**src/rtl/core/jfifo_pkg.sv**
```systemverilog
// Shared types and constants for the job FIFO with indexed removal.
// Used by jfifo_cell and job_fifo_with_indexed_removal_top; no dependencies.
`timescale 1ns / 1ps

package jfifo_pkg;

  // Default number of job slots
  localparam int unsigned QueueDepthDefault = 16;

  // Field widths fixed by the interface
  localparam int unsigned WordW  = 32;
  localparam int unsigned PosW   = 4;
  localparam int unsigned HeldW  = 5;

  // Operation codes
  typedef enum logic [1:0] {
    OP_PUSH   = 2'd0,
    OP_POP    = 2'd1,
    OP_REMOVE = 2'd2,
    OP_CLEAR  = 2'd3
  } op_e;

  // Result status codes
  typedef enum logic [1:0] {
    ST_DONE  = 2'd0,
    ST_EMPTY = 2'd1,
    ST_FULL  = 2'd2
  } status_e;

  // One job record
  typedef struct packed {
    logic [WordW-1:0] total_length;
    logic [WordW-1:0] front_length;
    logic [WordW-1:0] back_length;
    logic [WordW-1:0] quantity;
  } job_rec_t;

  // Per-cell control: load the pushed record, or take the neighbor's record
  typedef struct packed {
    logic load;
    logic shift;
  } cell_ctl_t;

endpackage

```
**src/rtl/core/jfifo_cell.sv**
```systemverilog
// One slot of the job chain: holds a record, loads a pushed record or
// takes the record of the next slot. Depends on jfifo_pkg.
`timescale 1ns / 1ps

module jfifo_cell (
  input  logic                clk_i,
  input  jfifo_pkg::cell_ctl_t ctl_i,
  input  jfifo_pkg::job_rec_t push_rec_i,
  input  jfifo_pkg::job_rec_t next_rec_i,
  output jfifo_pkg::job_rec_t rec_o
);

  jfifo_pkg::job_rec_t rec_q, rec_d;

  // Slot update: push has priority, then shift up from the neighbor
  always_comb begin
    rec_d = rec_q;
    if (ctl_i.load) begin
      rec_d = push_rec_i;
    end else if (ctl_i.shift) begin
      rec_d = next_rec_i;
    end
  end

  // Payload register, no reset needed
  always_ff @(posedge clk_i) begin
    rec_q <= rec_d;
  end

  assign rec_o = rec_q;

endmodule

```
**src/rtl/core/job_fifo_with_indexed_removal_top.sv**
```systemverilog
// Top level of the job FIFO with indexed removal: count control, chain of
// job cells and registered result. Depends on jfifo_pkg and jfifo_cell.
`timescale 1ns / 1ps

// Usage:
//   A transaction is issued by raising start_i with op_i and its operands;
//   it is taken at the clock edge where start_i is high and busy_o is low.
//   busy_o stays low, so one operation can be issued in every cycle.
//   Operations: push at tail, pop from head, remove at position_i, clear.
//   Each operation produces exactly one result, shown for one cycle with
//   done_o high, in the cycle right after the operation is taken (throughput
//   one per cycle). The result holds the status, the popped record
//   (zero unless a pop succeeded), the count after the operation and an
//   empty flag.
//   Removal shifts every later slot up by one: each cell from the removed
//   position on, but the last, takes its neighbor's record in parallel; a
//   push loads the cell addressed by the count.
//   Reset empties the queue; slot contents are not cleared and are never
//   read before being written. The result channel has no back-pressure: a
//   result must be taken in the cycle it is shown.
module job_fifo_with_indexed_removal_top #(
  parameter int unsigned QUEUE_DEPTH = jfifo_pkg::QueueDepthDefault
) (
  input  logic                           clk_i,
  input  logic                           rst_ni,
  input  logic                           start_i,
  output logic                           busy_o,
  input  logic [1:0]                     op_i,
  input  logic [jfifo_pkg::WordW-1:0]    total_length_bits_i,
  input  logic [jfifo_pkg::WordW-1:0]    front_length_bits_i,
  input  logic [jfifo_pkg::WordW-1:0]    back_length_bits_i,
  input  logic [jfifo_pkg::WordW-1:0]    job_quantity_i,
  input  logic [jfifo_pkg::PosW-1:0]     position_i,
  output logic                           done_o,
  output logic [1:0]                     status_o,
  output logic [jfifo_pkg::WordW-1:0]    out_total_length_o,
  output logic [jfifo_pkg::WordW-1:0]    out_front_length_o,
  output logic [jfifo_pkg::WordW-1:0]    out_back_length_o,
  output logic [jfifo_pkg::WordW-1:0]    out_quantity_o,
  output logic [jfifo_pkg::HeldW-1:0]    entries_held_o,
  output logic                           queue_empty_o
);

  localparam int unsigned CntW = $clog2(QUEUE_DEPTH + 1);
  localparam int unsigned CmpW = CntW + jfifo_pkg::PosW;

  logic [CntW-1:0] cnt_q, cnt_d;
  logic [CntW-1:0] drop_idx;
  logic            push_ok, drop_ok, pop_ok;
  logic [1:0]      status_d;

  jfifo_pkg::job_rec_t push_rec;
  jfifo_pkg::job_rec_t head_rec;
  jfifo_pkg::job_rec_t rec_chain [QUEUE_DEPTH];

  // Never stalls: one operation per cycle
  assign busy_o = 1'b0;

  assign push_rec = '{total_length: total_length_bits_i,
                      front_length: front_length_bits_i,
                      back_length:  back_length_bits_i,
                      quantity:     job_quantity_i};

  // Operation decode and count update
  always_comb begin
    cnt_d    = cnt_q;
    status_d = jfifo_pkg::ST_DONE;
    push_ok  = 1'b0;
    drop_ok  = 1'b0;
    pop_ok   = 1'b0;
    drop_idx = '0;
    if (start_i) begin
      case (op_i)
        jfifo_pkg::OP_PUSH: begin
          if (cnt_q == CntW'(QUEUE_DEPTH)) begin
            status_d = jfifo_pkg::ST_FULL;
          end else begin
            push_ok = 1'b1;
            cnt_d   = cnt_q + 1'b1;
          end
        end
        jfifo_pkg::OP_POP: begin
          if (cnt_q == '0) begin
            status_d = jfifo_pkg::ST_EMPTY;
          end else begin
            pop_ok  = 1'b1;
            drop_ok = 1'b1;
            cnt_d   = cnt_q - 1'b1;
          end
        end
        jfifo_pkg::OP_REMOVE: begin
          if (CmpW'(position_i) >= CmpW'(cnt_q)) begin
            status_d = jfifo_pkg::ST_EMPTY;
          end else begin
            drop_ok  = 1'b1;
            drop_idx = CntW'(position_i);
            cnt_d    = cnt_q - 1'b1;
          end
        end
        jfifo_pkg::OP_CLEAR: begin
          cnt_d = '0;
        end
        default: begin
          cnt_d = cnt_q;
        end
      endcase
    end
  end

  // Chain of job cells
  for (genvar i = 0; i < QUEUE_DEPTH; i++) begin : g_cell
    jfifo_pkg::cell_ctl_t ctl;
    jfifo_pkg::job_rec_t  next_rec;

    assign ctl.load = push_ok && (cnt_q == CntW'(i));
    if (i + 1 < QUEUE_DEPTH) begin : g_mid
      assign ctl.shift = drop_ok && (drop_idx <= CntW'(i));
      assign next_rec  = rec_chain[i+1];
    end else begin : g_last
      assign ctl.shift = 1'b0;
      assign next_rec  = '0;
    end

    jfifo_cell u_cell (
      .clk_i      (clk_i),
      .ctl_i      (ctl),
      .push_rec_i (push_rec),
      .next_rec_i (next_rec),
      .rec_o      (rec_chain[i])
    );
  end

  assign head_rec = rec_chain[0];

  // Control registers
  always_ff @(posedge clk_i or negedge rst_ni) begin
    if (!rst_ni) begin
      cnt_q         <= '0;
      done_o        <= 1'b0;
      status_o      <= jfifo_pkg::ST_DONE;
      entries_held_o <= '0;
      queue_empty_o <= 1'b1;
    end else begin
      cnt_q  <= cnt_d;
      done_o <= start_i;
      if (start_i) begin
        status_o       <= status_d;
        entries_held_o <= jfifo_pkg::HeldW'(cnt_d);
        queue_empty_o  <= (cnt_d == '0);
      end
    end
  end

  // Popped record, zero unless a pop succeeded
  always_ff @(posedge clk_i) begin
    if (start_i) begin
      if (pop_ok) begin
        out_total_length_o <= head_rec.total_length;
        out_front_length_o <= head_rec.front_length;
        out_back_length_o  <= head_rec.back_length;
        out_quantity_o     <= head_rec.quantity;
      end else begin
        out_total_length_o <= '0;
        out_front_length_o <= '0;
        out_back_length_o  <= '0;
        out_quantity_o     <= '0;
      end
    end
  end

`ifndef SYNTHESIS
  // Every accepted transaction yields a result in the next cycle
  a_result_follows: assert property (@(posedge clk_i) disable iff (!rst_ni)
    (start_i && !busy_o) |=> done_o)
    else $error("missing result after accepted transaction");

  // No result without an accepted transaction
  a_no_spurious: assert property (@(posedge clk_i) disable iff (!rst_ni)
    !(start_i && !busy_o) |=> !done_o)
    else $error("result without transaction");

  // Count stays within the queue depth
  a_cnt_bound: assert property (@(posedge clk_i) disable iff (!rst_ni)
    cnt_q <= CntW'(QUEUE_DEPTH))
    else $error("count exceeds depth");

  // Reported empty flag matches the held count
  a_empty_flag: assert property (@(posedge clk_i) disable iff (!rst_ni)
    done_o |-> (queue_empty_o == (cnt_q == '0)))
    else $error("empty flag disagrees with count");

  // A full status is only reported while the queue is full
  a_full_status: assert property (@(posedge clk_i) disable iff (!rst_ni)
    (done_o && status_o == jfifo_pkg::ST_FULL) |-> (cnt_q == CntW'(QUEUE_DEPTH)))
    else $error("full status with free slots");
`endif

endmodule
```
**config.mk**
```make
export PLATFORM = sky130hd
export DESIGN_NAME = job_fifo_with_indexed_removal_top
export DESIGN_NICKNAME = d
export VERILOG_FILES = /design/src/rtl/core/jfifo_pkg.sv /design/src/rtl/core/jfifo_cell.sv /design/src/rtl/core/job_fifo_with_indexed_removal_top.sv
export SDC_FILE = /design/constraint.sdc
export NUM_CORES = 2
export LEC_CHECK = 0
export BUFFER_PORTS_ARGS = -buffer_cell sky130_fd_sc_hd__buf_2
export CAP_MARGIN = 10
export CORE_UTILIZATION = 45
export CTS_CLUSTER_DIAMETER = 150
export DETAILED_ROUTE_END_ITERATION = 6
export GPL_TIMING_DRIVEN = 1
export PLACE_DENSITY = 0.66
export SLEW_MARGIN = 20
export SYNTH_ARGS = -nofsm -noshare
export SYNTH_HDL_FRONTEND = slang
export SYNTH_SLANG_ARGS = --single-unit
```
**constraint.sdc**
```tcl
create_clock -name clk_i -period 11.45 [get_ports clk_i]
set_clock_uncertainty 0.05 [all_clocks]
set_input_delay 1.145 -clock clk_i [delete_from_list [all_inputs] [get_ports clk_i]]
set_output_delay 1.145 -clock clk_i [all_outputs]
set_load 0.01 [all_outputs]
```
==> impl_metrics.json <==
{
  "outcome": "complete, no violations",
  "instances_no_fill": 7839,
  "synth_fa_ha_area_frac": 0.00192,
  "clock_insertion_delay_worst_skew_ns": 0.86,
  "worstMarginPinSlew_ns": 1.11,
  "totalNegativeSetupSlack_ns": 0,
  "mappedNetlistArea_um2": 91200,
  "cts_tree": "yes",
  "cts_root_buffer": "sky130_fd_sc_hd__clkbuf_16",
  "synth-simple-area-share": 0.0145,
  "postCtsHoldBufs": 0,
  "worstReg2RegStart": "cnt_q[3]",
  "largest_net_degree_at_the_start_of_global_routing": 130,
  "startpoint_kind_of_the_worst_setup_timing_path": "register",
  "synth_async_sr_flop_share": 0.00639,
  "route.vias.total": 43100,
  "synth_top_area_cell": "sky130_fd_sc_hd__edfxtp_1",
  "chipHeight_um": 452,
  "cell_with_the_most_instances_after_synthesis": "sky130_fd_sc_hd__edfxtp_1",
  "buffer_ports.inserted": 273,
  "count_of_final_hold_check_violations": 0,
  "synth_edf_count": 2176,
  "grt-ovfl-total": 0,
  "wire_length_of_the_first_global_routing_pass_um": 285000,
  "cts.sink_count": 2190,
  "clockBufferDepth": 3,
  "power_per_cell_area_nw_per_um2": 187,
  "routabilityCongestion": 0.788,
  "cp.arrival_ns": 5.77,
  "wirelength_um": 187000,
  "synth_cells": 4790,
  "worst_slew_margin_rel": 0.260,
  "synth_warnings": 0,
  "worst-r2r-setup-slack_ns": 6.07,
  "areaGrowthSynthToFinish_pct": 12.3,
  "ys_seq_elements": 2190,
  "ys_types": 58,
  "io_pins": 275,
  "grt_antenna_before_repair": 13,
  "holdCritPathClass": "in -> async",
  "worstSetupPathType": "reg -> reg",
  "drtIter0Drc": 2915,
  "drive_gt1_frac": 0.482,
  "maxCapViolCount": 0,
  "timing.critical_path.slowest_cell_delay_ns": 0.93,
  "synthDominantCellAreaShare": 0.716,
  "grt_pass1_vias": 44800,
  "cp_cell_sequence": "inv_1 -> ha_1 -> or3b_1 -> a311o_1 -> nand2_2 -> and3_1 -> o21ai_0 -> nand2b_4 -> buf_4 -> buf_4",
  "clk_transition_reported_paths_ns": 0.06,
  "synth_compound_area_frac": 0.00417,
  "die_w_um": 452,
  "minimum_period_implied_by_the_final_worst_setup_slack_ns": 5.38,
  "synth-xor-area-share": 0.000384,
  "vias_per_cell": 5.49,
  "final_critical_path_setup_slack_ns": 6.07,
  "drt_drc_violations_left": 0,
  "p_total_mw": 19.1,
  "critPathTopFamily": "buffers and inverters",
  "synthFlopType": "sky130_fd_sc_hd__edfxtp_1",
  "synth_top_family_by_area": "multiplexers",
  "cts_htree_levels": 4,
  "sequential_share_of_the_synthesized_area": 0.720,
  "average_size_of_a_mapped_cell_um2": 19.0,
  "filler_instances": 16100,
  "initial_core_util": 0.455,
  "numCtsBuffers": 217,
  "r2r_end": "g_cell[9].u_cell.rec_o[92]",
  "grt_usage": 0.182,
  "setup-violations-final": 0,
  "cpMaxStageDelayCell": "sky130_fd_sc_hd__buf_4",
  "detail-route-antenna-nets": 0,
  "cpMostUsedCell": "sky130_fd_sc_hd__buf_4",
  "worst-endpoint-required_ns": 11.85,
  "synthTopCellsByArea": "sky130_fd_sc_hd__edfxtp_1 (72%), sky130_fd_sc_hd__mux2_2 (22%), sky130_fd_sc_hd__mux2_1 (1.8%), sky130_fd_sc_hd__and2_1 (0.90%), sky130_fd_sc_hd__buf_2 (0.81%)",
  "rsz_0062_raised_after_global_routing": "false",
  "ir_worst_vdd_v": 0.000165,
  "number_of_cells_traversed_by_the_worst_register_to_register_path": 10,
  "synth.net_count": 4941,
  "post-cts-setup-buffer-count": 0,
  "placement_rows": 164,
  "dpl.cell_count": 7427,
  "maximum_operating_frequency_ghz": 0.186,
  "nNetsFinal": 5141,
  "crit_fanout": 58,
  "core-area_um2": 201000,
  "drt_pass1_iterations": 5,
  "static-leakage-power_nw": 33.6,
  "detailedPlacementHpwl_um": 105000,
  "ratio_of_final_minimum_period_to_clock_period": 0.469,
  "post_cts_resize_count": 0,
  "ys_top_cells_by_count": "sky130_fd_sc_hd__edfxtp_1 (2176), sky130_fd_sc_hd__mux2_2 (1765), sky130_fd_sc_hd__clkbuf_1 (151)",
  "timing.final.max_slew_violations": 0,
  "post_drt_wl_per_cell_um": 23.8,
  "post-place-ws_ns": 5.20,
  "worstSetupEndpointType": "register",
  "floorplan.die_area_um2": 205000,
  "critical_path.n_buffers_inverters": 3,
  "synth.mux.area_fraction": 0.238
}
-- state kept, by name, summed over array words and instances, names as in the netlist --
signal and flops:
out_front_length_o 32, entries_held_o 5, done_o 1, status_o 2, queue_empty_o 1, out_quantity_o 32, out_total_length_o 32, cnt_q 5
g_cell.u_cell.rec_o 2048, out_back_length_o 32
-- worst max path at each step --
stage,depth (start not counted),start,to
global route,10,cnt_q[3],g_cell[9].u_cell.rec_o[105]
finish,10,cnt_q[3],g_cell[9].u_cell.rec_o[92]
floorplan,7,op_i[0],g_cell[12].u_cell.rec_o[0]
global placement,10,op_i[1],g_cell[12].u_cell.rec_o[55]
CTS,10,cnt_q[3],g_cell[9].u_cell.rec_o[92]
detailed placement,10,op_i[0],g_cell[12].u_cell.rec_o[51]
-- cells by family (layout without fill, tap and decap cells) --
logic type / Yosys count / in the layout
AO/OA/AOI/OAI: 57 / 57
XOR/XNOR: 4 / 4
adder cells (fa/ha/maj): 14 / 14
buffers and inverters: 380 / 772
flip-flops: 2190 / 2190
multiplexers: 1923 / 1923
other: 1 / 2
AND/OR/NAND/NOR: 221 / 221
-- power breakdown --
group          internal [mW]  switching (mW)  total [mW]
Combinational          0.606            1.03        1.64
Clock                   4.42            3.10        7.51
Sequential              9.78           0.202        9.98
-- through the flow --
| stage | utilization | hold slack [ns] | area [um2] |
|---|---|---|---|
| 2_1_floorplan | - | 0.438 | 91200 |
| 3_3_place_gp | 0.473 | 0.413 | 94900 |
| 3_5_place_dp | 0.473 | 0.444 | 94900 |
| 4_1_cts | 0.511 | 0.149 | 102000 |
| 5_1_grt | 0.511 | 0.177 | 103000 |
| 6_report | 0.511 | 0.203 | 103000 |
-- per-layer routing --
layer,vias up,share of wire,global-route usage
met5,-,0.00014,0
met4,4,0.023,0.0492
met2,973,0.49,0.304
li1,19100,-,-
met1,22800,0.44,0.249
met3,278,0.045,0.0276
-- cell type report --
cell class	count	area (um2)	share of cell area
clock buffers	261	5650	0.0551
repair buffers	345	1990	0.0194
clock inverters	150	1940	0.0190
multi-input cells	2220	23800	0.233
flip-flops and latches	2190	65700	0.641
inverters	16	60.1	0.000586
well taps	2656	3320	0.0324
diodes	1	2.50	0.0000244
-- placed cells by master, fill, tap and decap left out, types with 13 or more instances in the layout --
master                      instances
sky130_fd_sc_hd__bufinv_16         39
sky130_fd_sc_hd__o21ai_0           19
sky130_fd_sc_hd__nor2_1            15
sky130_fd_sc_hd__clkbuf_16        218
sky130_fd_sc_hd__dfrtp_1           13
sky130_fd_sc_hd__inv_1             16
sky130_fd_sc_hd__nand2_1           17
sky130_fd_sc_hd__ha_1              14
sky130_fd_sc_hd__clkinv_2          47
sky130_fd_sc_hd__clkinv_1          32
sky130_fd_sc_hd__mux2_1           148
sky130_fd_sc_hd__mux2_2          1765
sky130_fd_sc_hd__clkbuf_1          40
sky130_fd_sc_hd__and2_1           130
sky130_fd_sc_hd__edfxtp_1        2176
sky130_fd_sc_hd__buf_4             66
sky130_fd_sc_hd__buf_2            272
Power figures use the tool's default switching activity.
